$ cat src/rtl/eswl_pkg.sv
// Package with the shared types, codes and defaults of the eHCILL sleep/wake link core.
`default_nettype none
package eswl_pkg;

   // Default depth of the pending byte queue.
   localparam int PENDING_DEPTH_DEFAULT = 32;

   // Reset value of the control code base register (code of SLEEP_IND).
   localparam logic [7:0] CODE_BASE_RESET = 8'd48;

   // Field widths of the request beat.
   localparam int ACTION_W = 2;
   localparam int BYTE_W   = 8;
   localparam int LENGTH_W = 10;

   // Width of the shared subtract unit.
   localparam int ALU_W = 11;

   typedef enum logic [1:0] {
      ACT_RECEIVE = 2'd0,
      ACT_SEND    = 2'd1,
      ACT_ABORT   = 2'd2,
      ACT_UNUSED  = 2'd3
   } action_type;

   typedef enum logic [1:0] {
      MODE_AWAKE  = 2'd0,
      MODE_ASLEEP = 2'd1,
      MODE_WAKING = 2'd2
   } mode_type;

   typedef enum logic [1:0] {
      ROUTE_PASS   = 2'd0,
      ROUTE_QUEUE  = 2'd1,
      ROUTE_REJECT = 2'd2
   } route_type;

   typedef enum logic [1:0] {
      KIND_NONE   = 2'd0,
      KIND_LINK   = 2'd1,
      KIND_PARSER = 2'd2,
      KIND_ERROR  = 2'd3
   } kind_type;

   typedef enum logic [1:0] {
      ERR_NONE     = 2'd0,
      ERR_PROTOCOL = 2'd1,
      ERR_NO_ROOM  = 2'd2
   } err_type;

   // Offsets of the four control codes from the base.
   localparam logic [1:0] OFF_SLEEP_IND = 2'd0;
   localparam logic [1:0] OFF_SLEEP_ACK = 2'd1;
   localparam logic [1:0] OFF_WAKE_IND  = 2'd2;
   localparam logic [1:0] OFF_WAKE_ACK  = 2'd3;

endpackage
`default_nettype wire

$ cat src/rtl/eswl_if.sv
// Handshake interfaces for the request, response and register write channels.
`default_nettype none
interface eswl_req_if;
   logic                          valid;
   logic                          ready;
   logic [eswl_pkg::ACTION_W-1:0] action;
   logic [eswl_pkg::BYTE_W-1:0]   data_byte;
   logic                          parser_idle;
   logic                          frame_start;
   logic [eswl_pkg::LENGTH_W-1:0] frame_length;

   modport source (output valid, action, data_byte, parser_idle, frame_start, frame_length,
                   input ready);
   modport sink (input valid, action, data_byte, parser_idle, frame_start, frame_length,
                 output ready);
endinterface

interface eswl_rsp_if;
   logic                        valid;
   logic                        ready;
   logic [1:0]                  out_kind;
   logic [eswl_pkg::BYTE_W-1:0] out_byte;
   logic [1:0]                  error_code;
   logic                        awake_now;
   logic                        last;

   modport source (output valid, out_kind, out_byte, error_code, awake_now, last,
                   input ready);
   modport sink (input valid, out_kind, out_byte, error_code, awake_now, last,
                 output ready);
endinterface

interface eswl_csr_if;
   logic                        valid;
   logic                        ready;
   logic [eswl_pkg::BYTE_W-1:0] data;

   modport source (output valid, data, input ready);
   modport sink (input valid, data, output ready);
endinterface
`default_nettype wire

$ cat src/rtl/ehcill_sleep_wake_link_core.sv
// Top level of the host-side eHCILL sleep/wake link core with its pending byte queue.
// A request beat is accepted, executed through the shared subtract unit, and its response
// beat is then held in the response register until it is taken.
// A wake flush reads each queued byte from the queue, loads it as a response and waits for it.
// Response stalls hold the core in its wait state; requests wait while an item is in progress.
// Synchronous active-high reset: link awake, queue empty, frames pass through, base 48.
`default_nettype none
module ehcill_sleep_wake_link_core #(
   parameter int PENDING_DEPTH = eswl_pkg::PENDING_DEPTH_DEFAULT
) (
   input  wire logic  clock,
   input  wire logic  reset,
   eswl_req_if.sink   req_chan,
   eswl_rsp_if.source rsp_chan,
   eswl_csr_if.sink   csr_chan
);

   localparam int CW = $clog2(PENDING_DEPTH + 1);
   localparam int AW = (PENDING_DEPTH > 1) ? $clog2(PENDING_DEPTH) : 1;
   localparam int AL = eswl_pkg::ALU_W;

   typedef enum logic [2:0] {
      ST_IDLE,
      ST_EXEC,
      ST_WAIT,
      ST_FLUSH_RD,
      ST_FLUSH_OUT
   } state_type;

   state_type                     state_ff;
   logic [7:0]                    base_ff;
   eswl_pkg::mode_type            mode_ff;
   eswl_pkg::route_type           route_ff;
   logic [CW-1:0]                 count_ff;
   logic [CW-1:0]                 flush_idx_ff;
   logic [CW-1:0]                 flush_n_ff;

   // Captured request beat.
   eswl_pkg::action_type          act_ff;
   logic [7:0]                    byte_ff;
   logic                          idle_ff;
   logic                          start_ff;
   logic [eswl_pkg::LENGTH_W-1:0] length_ff;

   // Response register.
   logic                          rsp_valid_ff;
   eswl_pkg::kind_type            rsp_kind_ff;
   logic [7:0]                    rsp_byte_ff;
   eswl_pkg::err_type             rsp_err_ff;
   logic                          rsp_awake_ff;
   logic                          rsp_last_ff;

   // Queue memory and its registered read data.
   logic [7:0]                    pending_mem [PENDING_DEPTH];
   logic [7:0]                    rd_data_ff;

   // Decode results of the execute cycle.
   eswl_pkg::kind_type            kind_in;
   logic [7:0]                    obyte_in;
   eswl_pkg::err_type             err_in;
   logic                          awake_in;
   logic                          last_in;
   logic                          emit_in;
   logic                          flush_in;
   logic                          wr_en_in;
   eswl_pkg::mode_type            mode_in;
   eswl_pkg::route_type           route_in;
   logic [CW-1:0]                 count_in;

   // Shared subtract unit and its operands.
   logic [AL-1:0]                 alu_a;
   logic [AL-1:0]                 alu_b;
   logic [AL-1:0]                 alu_diff;
   logic [CW-1:0]                 room;
   logic [eswl_pkg::LENGTH_W-1:0] need;
   logic                          is_ctrl;
   logic                          no_room;
   logic                          flush_last;
   logic                          rsp_take;

   assign req_chan.ready = (state_ff == ST_IDLE);
   assign csr_chan.ready = 1'b1;

   assign rsp_chan.valid      = rsp_valid_ff;
   assign rsp_chan.out_kind   = rsp_kind_ff;
   assign rsp_chan.out_byte   = rsp_byte_ff;
   assign rsp_chan.error_code = rsp_err_ff;
   assign rsp_chan.awake_now  = rsp_awake_ff;
   assign rsp_chan.last       = rsp_last_ff;

   assign rsp_take   = rsp_valid_ff && rsp_chan.ready;
   assign flush_last = ((flush_idx_ff + CW'(1)) == flush_n_ff);

   // Operand selection: received byte against the code base, or queue room against need.
   assign room  = CW'(PENDING_DEPTH) - count_ff;
   assign need  = (length_ff == '0) ? eswl_pkg::LENGTH_W'(1) : length_ff;
   always_comb begin
      if (act_ff == eswl_pkg::ACT_RECEIVE) begin
         alu_a = AL'(byte_ff);
         alu_b = AL'(base_ff);
      end else begin
         alu_a = AL'(room);
         alu_b = AL'(need);
      end
   end
   assign alu_diff = alu_a - alu_b;
   assign is_ctrl  = idle_ff && !alu_diff[AL-1] && (alu_diff[AL-2:2] == '0);
   assign no_room  = alu_diff[AL-1];

   // Decode of one request beat against the current link state.
   always_comb begin
      kind_in  = eswl_pkg::KIND_NONE;
      obyte_in = '0;
      err_in   = eswl_pkg::ERR_NONE;
      awake_in = (mode_ff == eswl_pkg::MODE_AWAKE);
      last_in  = 1'b1;
      emit_in  = 1'b1;
      flush_in = 1'b0;
      wr_en_in = 1'b0;
      mode_in  = mode_ff;
      route_in = route_ff;
      count_in = count_ff;
      unique case (act_ff)
         eswl_pkg::ACT_RECEIVE: begin
            if (!is_ctrl) begin
               kind_in  = eswl_pkg::KIND_PARSER;
               obyte_in = byte_ff;
            end else begin
               unique case (alu_diff[1:0])
                  eswl_pkg::OFF_SLEEP_IND: begin
                     if (mode_ff == eswl_pkg::MODE_WAKING) begin
                        kind_in = eswl_pkg::KIND_ERROR;
                        err_in  = eswl_pkg::ERR_PROTOCOL;
                     end else begin
                        mode_in  = eswl_pkg::MODE_ASLEEP;
                        awake_in = 1'b0;
                        kind_in  = eswl_pkg::KIND_LINK;
                        obyte_in = base_ff + 8'd1;
                     end
                  end
                  eswl_pkg::OFF_SLEEP_ACK: begin
                     kind_in = eswl_pkg::KIND_ERROR;
                     err_in  = eswl_pkg::ERR_PROTOCOL;
                  end
                  eswl_pkg::OFF_WAKE_IND: begin
                     kind_in  = eswl_pkg::KIND_LINK;
                     obyte_in = base_ff + 8'd3;
                     if (count_ff == '0) begin
                        mode_in  = eswl_pkg::MODE_AWAKE;
                        awake_in = 1'b1;
                     end else begin
                        last_in  = 1'b0;
                        flush_in = 1'b1;
                        count_in = '0;
                     end
                  end
                  default: begin
                     // Wake acknowledge from the controller.
                     if (mode_ff == eswl_pkg::MODE_AWAKE) begin
                        kind_in = eswl_pkg::KIND_NONE;
                     end else if (mode_ff != eswl_pkg::MODE_WAKING) begin
                        kind_in = eswl_pkg::KIND_ERROR;
                        err_in  = eswl_pkg::ERR_PROTOCOL;
                     end else if (count_ff == '0) begin
                        mode_in  = eswl_pkg::MODE_AWAKE;
                        awake_in = 1'b1;
                     end else begin
                        emit_in  = 1'b0;
                        flush_in = 1'b1;
                        count_in = '0;
                     end
                  end
               endcase
            end
         end
         eswl_pkg::ACT_SEND: begin
            if (start_ff) begin
               if (mode_ff == eswl_pkg::MODE_AWAKE) begin
                  route_in = eswl_pkg::ROUTE_PASS;
                  kind_in  = eswl_pkg::KIND_LINK;
                  obyte_in = byte_ff;
               end else if (no_room) begin
                  route_in = eswl_pkg::ROUTE_REJECT;
                  kind_in  = eswl_pkg::KIND_ERROR;
                  err_in   = eswl_pkg::ERR_NO_ROOM;
               end else begin
                  route_in = eswl_pkg::ROUTE_QUEUE;
                  wr_en_in = 1'b1;
                  count_in = count_ff + CW'(1);
                  if (mode_ff == eswl_pkg::MODE_ASLEEP) begin
                     mode_in  = eswl_pkg::MODE_WAKING;
                     kind_in  = eswl_pkg::KIND_LINK;
                     obyte_in = base_ff + 8'd2;
                  end
               end
            end else begin
               priority if (route_ff == eswl_pkg::ROUTE_PASS) begin
                  kind_in  = eswl_pkg::KIND_LINK;
                  obyte_in = byte_ff;
               end else if (route_ff == eswl_pkg::ROUTE_QUEUE) begin
                  if (mode_ff == eswl_pkg::MODE_AWAKE) begin
                     kind_in  = eswl_pkg::KIND_LINK;
                     obyte_in = byte_ff;
                  end else if (count_ff < CW'(PENDING_DEPTH)) begin
                     wr_en_in = 1'b1;
                     count_in = count_ff + CW'(1);
                  end else begin
                     kind_in = eswl_pkg::KIND_ERROR;
                     err_in  = eswl_pkg::ERR_NO_ROOM;
                  end
               end else begin
                  kind_in = eswl_pkg::KIND_NONE;
               end
            end
         end
         eswl_pkg::ACT_ABORT: begin
            count_in = '0;
            mode_in  = eswl_pkg::MODE_ASLEEP;
            route_in = eswl_pkg::ROUTE_REJECT;
            awake_in = 1'b0;
         end
         default: begin
            kind_in = eswl_pkg::KIND_NONE;
         end
      endcase
   end

   // Queue memory: written on an execute cycle, read one entry per flush step.
   always_ff @(posedge clock) begin
      if ((state_ff == ST_EXEC) && wr_en_in) begin
         pending_mem[count_ff[AW-1:0]] <= byte_ff;
      end
      if (state_ff == ST_FLUSH_RD) begin
         rd_data_ff <= pending_mem[flush_idx_ff[AW-1:0]];
      end
   end

   // Sequencer with link state and the response register.
   always_ff @(posedge clock) begin
      if (reset) begin
         state_ff     <= ST_IDLE;
         base_ff      <= eswl_pkg::CODE_BASE_RESET;
         mode_ff      <= eswl_pkg::MODE_AWAKE;
         route_ff     <= eswl_pkg::ROUTE_PASS;
         count_ff     <= '0;
         flush_idx_ff <= '0;
         flush_n_ff   <= '0;
         rsp_valid_ff <= 1'b0;
      end else begin
         if (csr_chan.valid) begin
            base_ff <= csr_chan.data;
         end
         unique case (state_ff)
            ST_IDLE: begin
               if (req_chan.valid) begin
                  act_ff    <= eswl_pkg::action_type'(req_chan.action);
                  byte_ff   <= req_chan.data_byte;
                  idle_ff   <= req_chan.parser_idle;
                  start_ff  <= req_chan.frame_start;
                  length_ff <= req_chan.frame_length;
                  state_ff  <= ST_EXEC;
               end
            end
            ST_EXEC: begin
               mode_ff      <= mode_in;
               route_ff     <= route_in;
               count_ff     <= count_in;
               flush_idx_ff <= '0;
               flush_n_ff   <= count_ff;
               if (emit_in) begin
                  rsp_valid_ff <= 1'b1;
                  rsp_kind_ff  <= kind_in;
                  rsp_byte_ff  <= obyte_in;
                  rsp_err_ff   <= err_in;
                  rsp_awake_ff <= awake_in;
                  rsp_last_ff  <= last_in;
                  state_ff     <= ST_WAIT;
               end else if (flush_in) begin
                  state_ff <= ST_FLUSH_RD;
               end else begin
                  state_ff <= ST_IDLE;
               end
            end
            ST_WAIT: begin
               if (rsp_take) begin
                  rsp_valid_ff <= 1'b0;
                  state_ff     <= rsp_last_ff ? ST_IDLE : ST_FLUSH_RD;
               end
            end
            ST_FLUSH_RD: begin
               state_ff <= ST_FLUSH_OUT;
            end
            ST_FLUSH_OUT: begin
               // The link is awake once the final queued byte goes out.
               if (flush_last) begin
                  mode_ff <= eswl_pkg::MODE_AWAKE;
               end
               flush_idx_ff <= flush_idx_ff + CW'(1);
               rsp_valid_ff <= 1'b1;
               rsp_kind_ff  <= eswl_pkg::KIND_LINK;
               rsp_byte_ff  <= rd_data_ff;
               rsp_err_ff   <= eswl_pkg::ERR_NONE;
               rsp_awake_ff <= flush_last || (mode_ff == eswl_pkg::MODE_AWAKE);
               rsp_last_ff  <= flush_last;
               state_ff     <= ST_WAIT;
            end
            default: begin
               state_ff <= ST_IDLE;
            end
         endcase
      end
   end

endmodule
`default_nettype wire

$ cat src/flat_wrapper.sv
// flat-port wrapper written by rule: the top's interface ports become plain ports
module ehcill_sleep_wake_link_core_flat 
#(
   parameter int PENDING_DEPTH = eswl_pkg::PENDING_DEPTH_DEFAULT
)
  (clock, reset, req_chan_valid, req_chan_action, req_chan_data_byte, req_chan_parser_idle, req_chan_frame_start, req_chan_frame_length, req_chan_ready, rsp_chan_valid, rsp_chan_out_kind, rsp_chan_out_byte, rsp_chan_error_code, rsp_chan_awake_now, rsp_chan_last, rsp_chan_ready, csr_chan_valid, csr_chan_data, csr_chan_ready);
  eswl_req_if req_chan_i ();
  eswl_rsp_if rsp_chan_i ();
  eswl_csr_if csr_chan_i ();
  input  wire logic clock;
  input  wire logic reset;
  input wire logic [$bits(req_chan_i.valid)-1:0] req_chan_valid;
  input wire logic [$bits(req_chan_i.action)-1:0] req_chan_action;
  input wire logic [$bits(req_chan_i.data_byte)-1:0] req_chan_data_byte;
  input wire logic [$bits(req_chan_i.parser_idle)-1:0] req_chan_parser_idle;
  input wire logic [$bits(req_chan_i.frame_start)-1:0] req_chan_frame_start;
  input wire logic [$bits(req_chan_i.frame_length)-1:0] req_chan_frame_length;
  output wire logic [$bits(req_chan_i.ready)-1:0] req_chan_ready;
  output wire logic [$bits(rsp_chan_i.valid)-1:0] rsp_chan_valid;
  output wire logic [$bits(rsp_chan_i.out_kind)-1:0] rsp_chan_out_kind;
  output wire logic [$bits(rsp_chan_i.out_byte)-1:0] rsp_chan_out_byte;
  output wire logic [$bits(rsp_chan_i.error_code)-1:0] rsp_chan_error_code;
  output wire logic [$bits(rsp_chan_i.awake_now)-1:0] rsp_chan_awake_now;
  output wire logic [$bits(rsp_chan_i.last)-1:0] rsp_chan_last;
  input wire logic [$bits(rsp_chan_i.ready)-1:0] rsp_chan_ready;
  input wire logic [$bits(csr_chan_i.valid)-1:0] csr_chan_valid;
  input wire logic [$bits(csr_chan_i.data)-1:0] csr_chan_data;
  output wire logic [$bits(csr_chan_i.ready)-1:0] csr_chan_ready;
  assign req_chan_i.valid = req_chan_valid;
  assign req_chan_i.action = req_chan_action;
  assign req_chan_i.data_byte = req_chan_data_byte;
  assign req_chan_i.parser_idle = req_chan_parser_idle;
  assign req_chan_i.frame_start = req_chan_frame_start;
  assign req_chan_i.frame_length = req_chan_frame_length;
  assign req_chan_ready = req_chan_i.ready;
  assign rsp_chan_valid = rsp_chan_i.valid;
  assign rsp_chan_out_kind = rsp_chan_i.out_kind;
  assign rsp_chan_out_byte = rsp_chan_i.out_byte;
  assign rsp_chan_error_code = rsp_chan_i.error_code;
  assign rsp_chan_awake_now = rsp_chan_i.awake_now;
  assign rsp_chan_last = rsp_chan_i.last;
  assign rsp_chan_i.ready = rsp_chan_ready;
  assign csr_chan_i.valid = csr_chan_valid;
  assign csr_chan_i.data = csr_chan_data;
  assign csr_chan_ready = csr_chan_i.ready;
  ehcill_sleep_wake_link_core #(.PENDING_DEPTH(PENDING_DEPTH)) u_core (.clock(clock), .reset(reset), .req_chan(req_chan_i), .rsp_chan(rsp_chan_i), .csr_chan(csr_chan_i));
endmodule
$ cat config.mk
export PLATFORM = sky130hd
export DESIGN_NAME = ehcill_sleep_wake_link_core_flat
export DESIGN_NICKNAME = d
export VERILOG_FILES = /design/src/rtl/eswl_pkg.sv /design/src/rtl/eswl_if.sv /design/src/rtl/ehcill_sleep_wake_link_core.sv /design/src/flat_wrapper.sv
export SDC_FILE = /design/constraint.sdc
export NUM_CORES = 1
export LEC_CHECK = 0
export BUFFER_PORTS_ARGS = -buffer_cell sky130_fd_sc_hd__buf_2
export CAP_MARGIN = 20
export CELL_PAD_IN_SITES_DETAIL_PLACEMENT = 0
export CELL_PAD_IN_SITES_GLOBAL_PLACEMENT = 1
export CORE_UTILIZATION = 30
export CTS_CLUSTER_SIZE = 12
export DETAILED_ROUTE_END_ITERATION = 10
export PLACE_DENSITY_LB_ADDON = 0.1
export SETUP_SLACK_MARGIN = 0.02
export SLEW_MARGIN = 20
export SYNTH_ARGS = -nofsm -noshare
export SYNTH_HDL_FRONTEND = slang
export SYNTH_SLANG_ARGS = --single-unit
export TNS_END_PERCENT = 20
$ cat constraint.sdc
create_clock -name clock -period 5.3 [get_ports clock]
set_input_delay 0.795 -clock clock [delete_from_list [all_inputs] [get_ports clock]]
set_output_delay 0.795 -clock clock [all_outputs]
set_load 0.005 [all_outputs]
======== Yosys cells after proc, flatten, opt, wreduce, memory -nomap -nowiden ========
Memories as Yosys holds them, arrays and structs flattened. A register that Yosys moved wholly into a read port is not among the register bits.
Index checks and enable logic that the tools add are counted.
W data, S select, Z words.
storage, ports and cells
  bits in writable memories ............... 256
  logic and storage cells ................. 216
  memories kept ........................... 1
  bits in registers ....................... 70
  bits of input ports ..................... 35
  output and inout bits ................... 17
memories
  memory              depth  bits a word  rd ports  clocked after memory_dff  wr ports  RTL line                           RTL
  u_core.pending_mem  32     8            1         1                         1         ehcill_sleep_wake_link_core.sv:54  logic [7:0] pending_mem [PENDING_DEPTH];
cells by class
  reduce and logical (&&, ||, !) cells .... 27
  equality and inequality tests ........... 38
  bitwise logic cells ..................... 1
  add/sub/neg operators ................... 7
  $lt $le $gt $ge ......................... 1
  multiplexer cells ....................... 123
operator list
  kind                   count
  $mux W8                11
  $mux W2                37
  $mux W6                11
  $pmux W8 S2            3
  $mux W1                36
  $pmux W2 S2            6
  $pmux W2 S3            4
  $pmux W6 S2            2
  $reduce_and A12 Y1     2
  $ne A3 B3 Y1 const B   7
  $mux W10               2
  $pmux W6 S3            1
  $add A8 B2 Y8 const B  2
  $pmux W3 S5            1
  $add A6 B1 Y6 const B  2
  $ne A3 B2 Y1 const B   4
  $reduce_and A3 Y1      4
  $sub A8 B10 Y11        1
  $logic_not A10 Y1      1
  $ne A2 B1 Y1 const B   5
  $ne A5 B5 Y1 const B   2
  $mux W3                3
  $add A8 B1 Y8 const B  1
  $eq A2 B1 Y1 const B   4
  26 further kinds       45

======== Logic depth before layout (Yosys ltp) ========
  word-level depth ........................ 12
  gate-level depth with buffers ........... 17
  gate-level depth less buffers ........... 13

======== Worst setup path before layout ========
Ideal clock, no wire load.
  kind .................................... register to register
  start ................................... reg u_core.act_ff[0]
  end ..................................... reg u_core.rsp_awake_ff, in the netlist u_core.rsp_chan.awake_now (enable)
  stages on the path, launching flop included .. 17
  period minus slack after synthesis ...... 5.153 ns
  data arrival time ....................... 4.746 ns
  path slack .............................. 0.147 ns
  cell sequence ........................... edfxtp_1 inv_1 ha_1 clkbuf_1 clkbuf_1 buf_1 mux2i_1 ha_1 fa_1 nand2b_1 a211oi_2 or4_4 a211oi_4 o21bai_4 buf_2 nor2_1 a211oi_1
between the ends
  longest elaborated chain between the ends .. 10
  elaborated cells on any way between the ends .. 17
RTL lines
  element                                                                   RTL line                                                                RTL
  from (decl)                                                               ehcill_sleep_wake_link_core.sv:39                                       eswl_pkg::action_type act_ff;
  from (signal assigned)                                                    ehcill_sleep_wake_link_core.sv:256                                      act_ff <= eswl_pkg::action_type'(req_chan.action);
  $logic_not A2 Y1 *                                                        ehcill_sleep_wake_link_core.sv:98, ehcill_sleep_wake_link_core.sv:123
  $mux W8 / $mux W10 (equally long branches)                                ehcill_sleep_wake_link_core.sv:98                                       if (act_ff == eswl_pkg::ACT_RECEIVE) begin
  $sub A8 B10 Y11                                                           ehcill_sleep_wake_link_core.sv:106                                      assign alu_diff = alu_a - alu_b;
  $eq A2 B1 Y1 (tied with other cells)                                      ehcill_sleep_wake_link_core.sv:129                                      unique case (alu_diff[1:0])
  $reduce_or A3 Y1 (no line) / $logic_and A1 B1 Y1 (equally long branches)  --
  $mux W1 / $logic_and A1 B1 Y1 (equally long branches)                     ehcill_sleep_wake_link_core.sv:129, ehcill_sleep_wake_link_core.sv:107
  $mux W1                                                                   ehcill_sleep_wake_link_core.sv:125                                      if (!is_ctrl) begin
  $mux W1 *                                                                 ehcill_sleep_wake_link_core.sv:123                                      unique case (act_ff)
  $ne A2 B1 Y1 (no line) *                                                  --
  $reduce_and A3 Y1 (no line) *                                             --
  to (signal assigned)                                                      ehcill_sleep_wake_link_core.sv:275                                      rsp_awake_ff <= awake_in;
  to (signal assigned)                                                      ehcill_sleep_wake_link_core.sv:303                                      rsp_awake_ff <= flush_last || (mode_ff == eswl_pkg::MODE_AWAKE);
  to (decl)                                                                 ehcill_sleep_wake_link_core.sv:50                                       logic rsp_awake_ff;
Every way passes the cells marked *; elsewhere a longest branch is shown, timed or not.
A chain may end at the register's enable or synchronous reset.

======== Worst setup path after layout ========
  start ................................... reg u_core.act_ff[0]
  end ..................................... mem u_core.pending_mem[18][0] (enable)
between the ends
  longest elaborated chain between the ends .. 10
  elaborated cells on any way between the ends .. 12
RTL lines
  element                                     RTL line                            RTL
  $logic_not A2 Y1                            ehcill_sleep_wake_link_core.sv:98
  $mux W8 / $mux W10 (equally long branches)  ehcill_sleep_wake_link_core.sv:98
  $sub A8 B10 Y11                             ehcill_sleep_wake_link_core.sv:106
  $mux W1                                     ehcill_sleep_wake_link_core.sv:182  end else if (no_room) begin
  $mux W1                                     ehcill_sleep_wake_link_core.sv:178  if (mode_ff == eswl_pkg::MODE_AWAKE) begin
  $mux W1                                     ehcill_sleep_wake_link_core.sv:177  if (start_ff) begin
  $mux W1 *                                   ehcill_sleep_wake_link_core.sv:123
  $logic_and A1 B1 Y1 *                       ehcill_sleep_wake_link_core.sv:230  if ((state_ff == ST_EXEC) && wr_en_in) begin
  $mux W1 *                                   ehcill_sleep_wake_link_core.sv:230
  $mux W1 (implied by the code) *             ehcill_sleep_wake_link_core.sv:231  pending_mem[count_ff[AW-1:0]] <= byte_ff;
  to (decl)                                   ehcill_sleep_wake_link_core.sv:54
Marks and branches as above.

==> run summary <==
Met2 wire len: 18300 um
Antenna violations before repair: 1
Via density: 4.97
WL final: 39700 um
Metal-1 WL: 19000 um
HPWL after detailed placement: 25900 um
WS Path Type: reg2reg
TNS Setup: 0 ns
Slew Viols, Final: 0
Total power divided by cell area: 348 nW/um^2
Mean Syn Cell Area: 15.4 um^2
Fin area: 17500 um^2
Total track usage: 0.161
I/O pin count: 52
DRT Pass-1 Iters: 5
Post-cts sizing count: 0
Status: completed
#FFs+latches synth: 334
Startpoint types: flop
Setup Fix Bufs, Post-CTS: 0
Routed wl met3: 1430 um
Mapped cell area: 14900 um^2
Wire length per cell: 22.7 um
Pre-CTS WS: 0.678 ns
Post-route ant nets: 0
DIE AREA: 50600 um^2
DRT iter0 DRCs: 501
Gr ovfl total: 0
Ys Warns: 0
Clock Pin Slew Worst Setup and Hold Paths: 0.06 ns
Largest net degree at the start of global routing: 46
Top Layer Used: met4
Final worst-path cycle share: 0.868
Worst Setup Slack, final: 0.699 ns
PortBufs: 50
# diodes: 0
Crit path time final: 4.60 ns
Dpl cell area: 16200 um^2
Vias in the first global route: 8917
Gpl congestion: 0.779
Post-synth EDFFs: 300
CP cell instances: inv_1 > ha_1 > buf_4 > inv_1 > nor2_1 > ha_1 > o211ai_1 > a2bb2oi_1 > o21ai_2 > o21ai_2 > nand4_1 > nor2_1 > buf_4
Syn Nets: 1026
Critical path arrival: 4.86 ns
First-pass GRT wire length: 59500 um
Clock Sinks: 334
Die Wd: 225 um
Final setup fails: 0
Initial Util: 0.304
Root buf cell: clkbuf_16
LEAKAGE: 0.00559 uW
Crit-path slowest cell: nand4_1
Syn Inst Count: 970
DRC viols: 0
Share of layout cells above drive strength 1: 0.250
Sequential element share of the synthesized area: 0.650
Slowest cell delay on critical path: 0.63 ns
Number of distinct library cells after synthesis: 76
Clock skew: 0.0223 ns
Worst-Margin Slew: 0.938 ns
Rows: 81
CP Capture Type: flop
Fin util: 0.357
Worst EP required: 5.55 ns
Crit Path Max Fanout: 21
Post-CTS Hold Fix Bufs: 0
Max-Cap Viols: 0
Area growth syn-to-layout: 17.2%
RSZ-0062 raised after global routing: false
Tot Pwr: 6070 uW
Fmax: 217 MHz
CORE AREA: 49000 um^2
Hold crit path type: in2reg
Net count, final: 1115
Final Hold Viols: 0
H-tree Lvls: 2
Die Span Y: 225 um
Slew HR: 0.374
VDD IR max: 0.200 mV
Post-synth ARST share: 0
Main synth FF type: edfxtp_1
CTS tree: built
Clock Path Buffers: 3
Fill count: 4654
TritonCTS Buffers: 39
Via Count: 8702
Clk_lat worst skew: 0.57 ns
## logic make-up (layout without fill, tap and decap cells)
family	after synthesis	in the layout	share of synthesized area
xor+xnor	18	18	0.0106
flops	334	334	0.650
simple gates	252	252	0.0837
compound gates	158	158	0.0743
mux	111	111	0.143
fa+ha+maj	21	21	0.0181
other cells	1	1	0.000252
buf+inv	75	191	0.0200
## Yosys cell counts (4+ instances only)
cell | count | area [um^2]
or4_1 | 4 | 30.0
a22oi_1 | 6 | 45.0
or2_2 | 4 | 25.0
nand2b_1 | 6 | 37.5
mux4_2 | 80 | 1800
mux2i_1 | 22 | 220
nor4_1 | 8 | 50.1
a32o_1 | 4 | 40.0
o21a_1 | 8 | 60.1
nor2b_1 | 5 | 31.3
and2_1 | 4 | 25.0
xnor2_1 | 11 | 96.3
or3_1 | 8 | 50.1
inv_1 | 20 | 75.1
o32ai_1 | 6 | 52.6
o211ai_1 | 5 | 37.5
mux2_2 | 9 | 101
a31oi_1 | 8 | 50.1
a211oi_1 | 4 | 30.0
xor2_1 | 7 | 61.3
nor2_1 | 92 | 345
nor3b_1 | 5 | 37.5
a21oi_1 | 43 | 215
ha_1 | 20 | 250
clkbuf_1 | 39 | 146
dfxtp_1 | 34 | 681
buf_1 | 9 | 33.8
nor3_1 | 11 | 55.1
buf_2 | 4 | 20.0
edfxtp_1 | 300 | 9010
nand4_1 | 6 | 37.5
nand3b_1 | 6 | 45.0
o21ai_0 | 32 | 160
nor4b_1 | 5 | 43.8
a2111oi_0 | 4 | 35.0
nand3_1 | 19 | 95.1
nand2_1 | 52 | 195
## state kept, by name, indices dropped and copies added (netlist names), 8 cells and up
signal,flops
u_core.rsp_chan.out_byte,8
u_core.base_ff,8
u_core.byte_ff,8
u_core.rd_data_ff,8
u_core.pending_mem,256
u_core.length_ff,10
## report_power, final
group | internal (uW) | switching, uW
Clock | 1600 | 1080
Sequential | 2910 | 35.5
Combinational | 149 | 284
## layer usage
metal / up-vias / GRT usage
li1: 4027 / -
met1: 4456 / 0.228
met2: 167 / 0.250
met3: 52 / 0.0261
met4: 0 / 0.0524
met5: - / 0
## placed cells by master, fill, tap and decap left out, types with 19 or more instances in the layout
cell type,n
edfxtp_1,300
nor2_1,92
a21oi_1,43
nand3_1,19
buf_4,52
o21ai_0,32
inv_1,20
buf_2,50
mux2i_1,22
ha_1,20
clkbuf_16,39
dfxtp_1,32
nand2_1,52
mux4_2,80
## path summary, 6_finish.rpt
| kind | from | to | slack, ns | cells after the start |
|---|---|---|---|---|
| max reg2reg | u_core.act_ff[0] | u_core.pending_mem[18][0] | 0.70 | 13 |
| min reg2reg | u_core.flush_n_ff[0] | u_core.flush_n_ff[0] | 0.47 | 2 |
| max | u_core.act_ff[0] | u_core.pending_mem[18][0] | 0.70 | 13 |
| min | req_chan_data_byte[5] | u_core.byte_ff[5] | 0.40 | 1 |
## cell type report
| type | count | area [um^2] | area share |
|---|---|---|---|
| clock inverters | 22 | 273 | 0.0156 |
| clock buffers | 46 | 1000 | 0.0574 |
| inverters | 20 | 75.1 | 0.00430 |
| multi-input cells | 561 | 4910 | 0.282 |
| repair buffers | 103 | 661 | 0.0379 |
| well taps | 664 | 831 | 0.0476 |
| flip-flops and latches | 334 | 9700 | 0.556 |
## worst max-delay path: cells and delay by family (launching register included)
kind                     cells  cell delay (ns)
buffers and inverters        4             0.90
AO/OA/AOI/OAI                4             1.00
adder cells (fa/ha/maj)      2             0.85
flip-flops                   1             0.39
AND/OR/NAND/NOR              3             1.15
## through the flow
stage	std cells	hold WS, ns
6_report	1750	0.402
5_1_grt	1750	0.373
4_1_cts	1750	0.363
3_5_place_dp	1682	0.465
3_3_place_gp	1682	0.458
2_1_floorplan	970	0.448
Note: power is estimated with default switching activity, not from simulation.
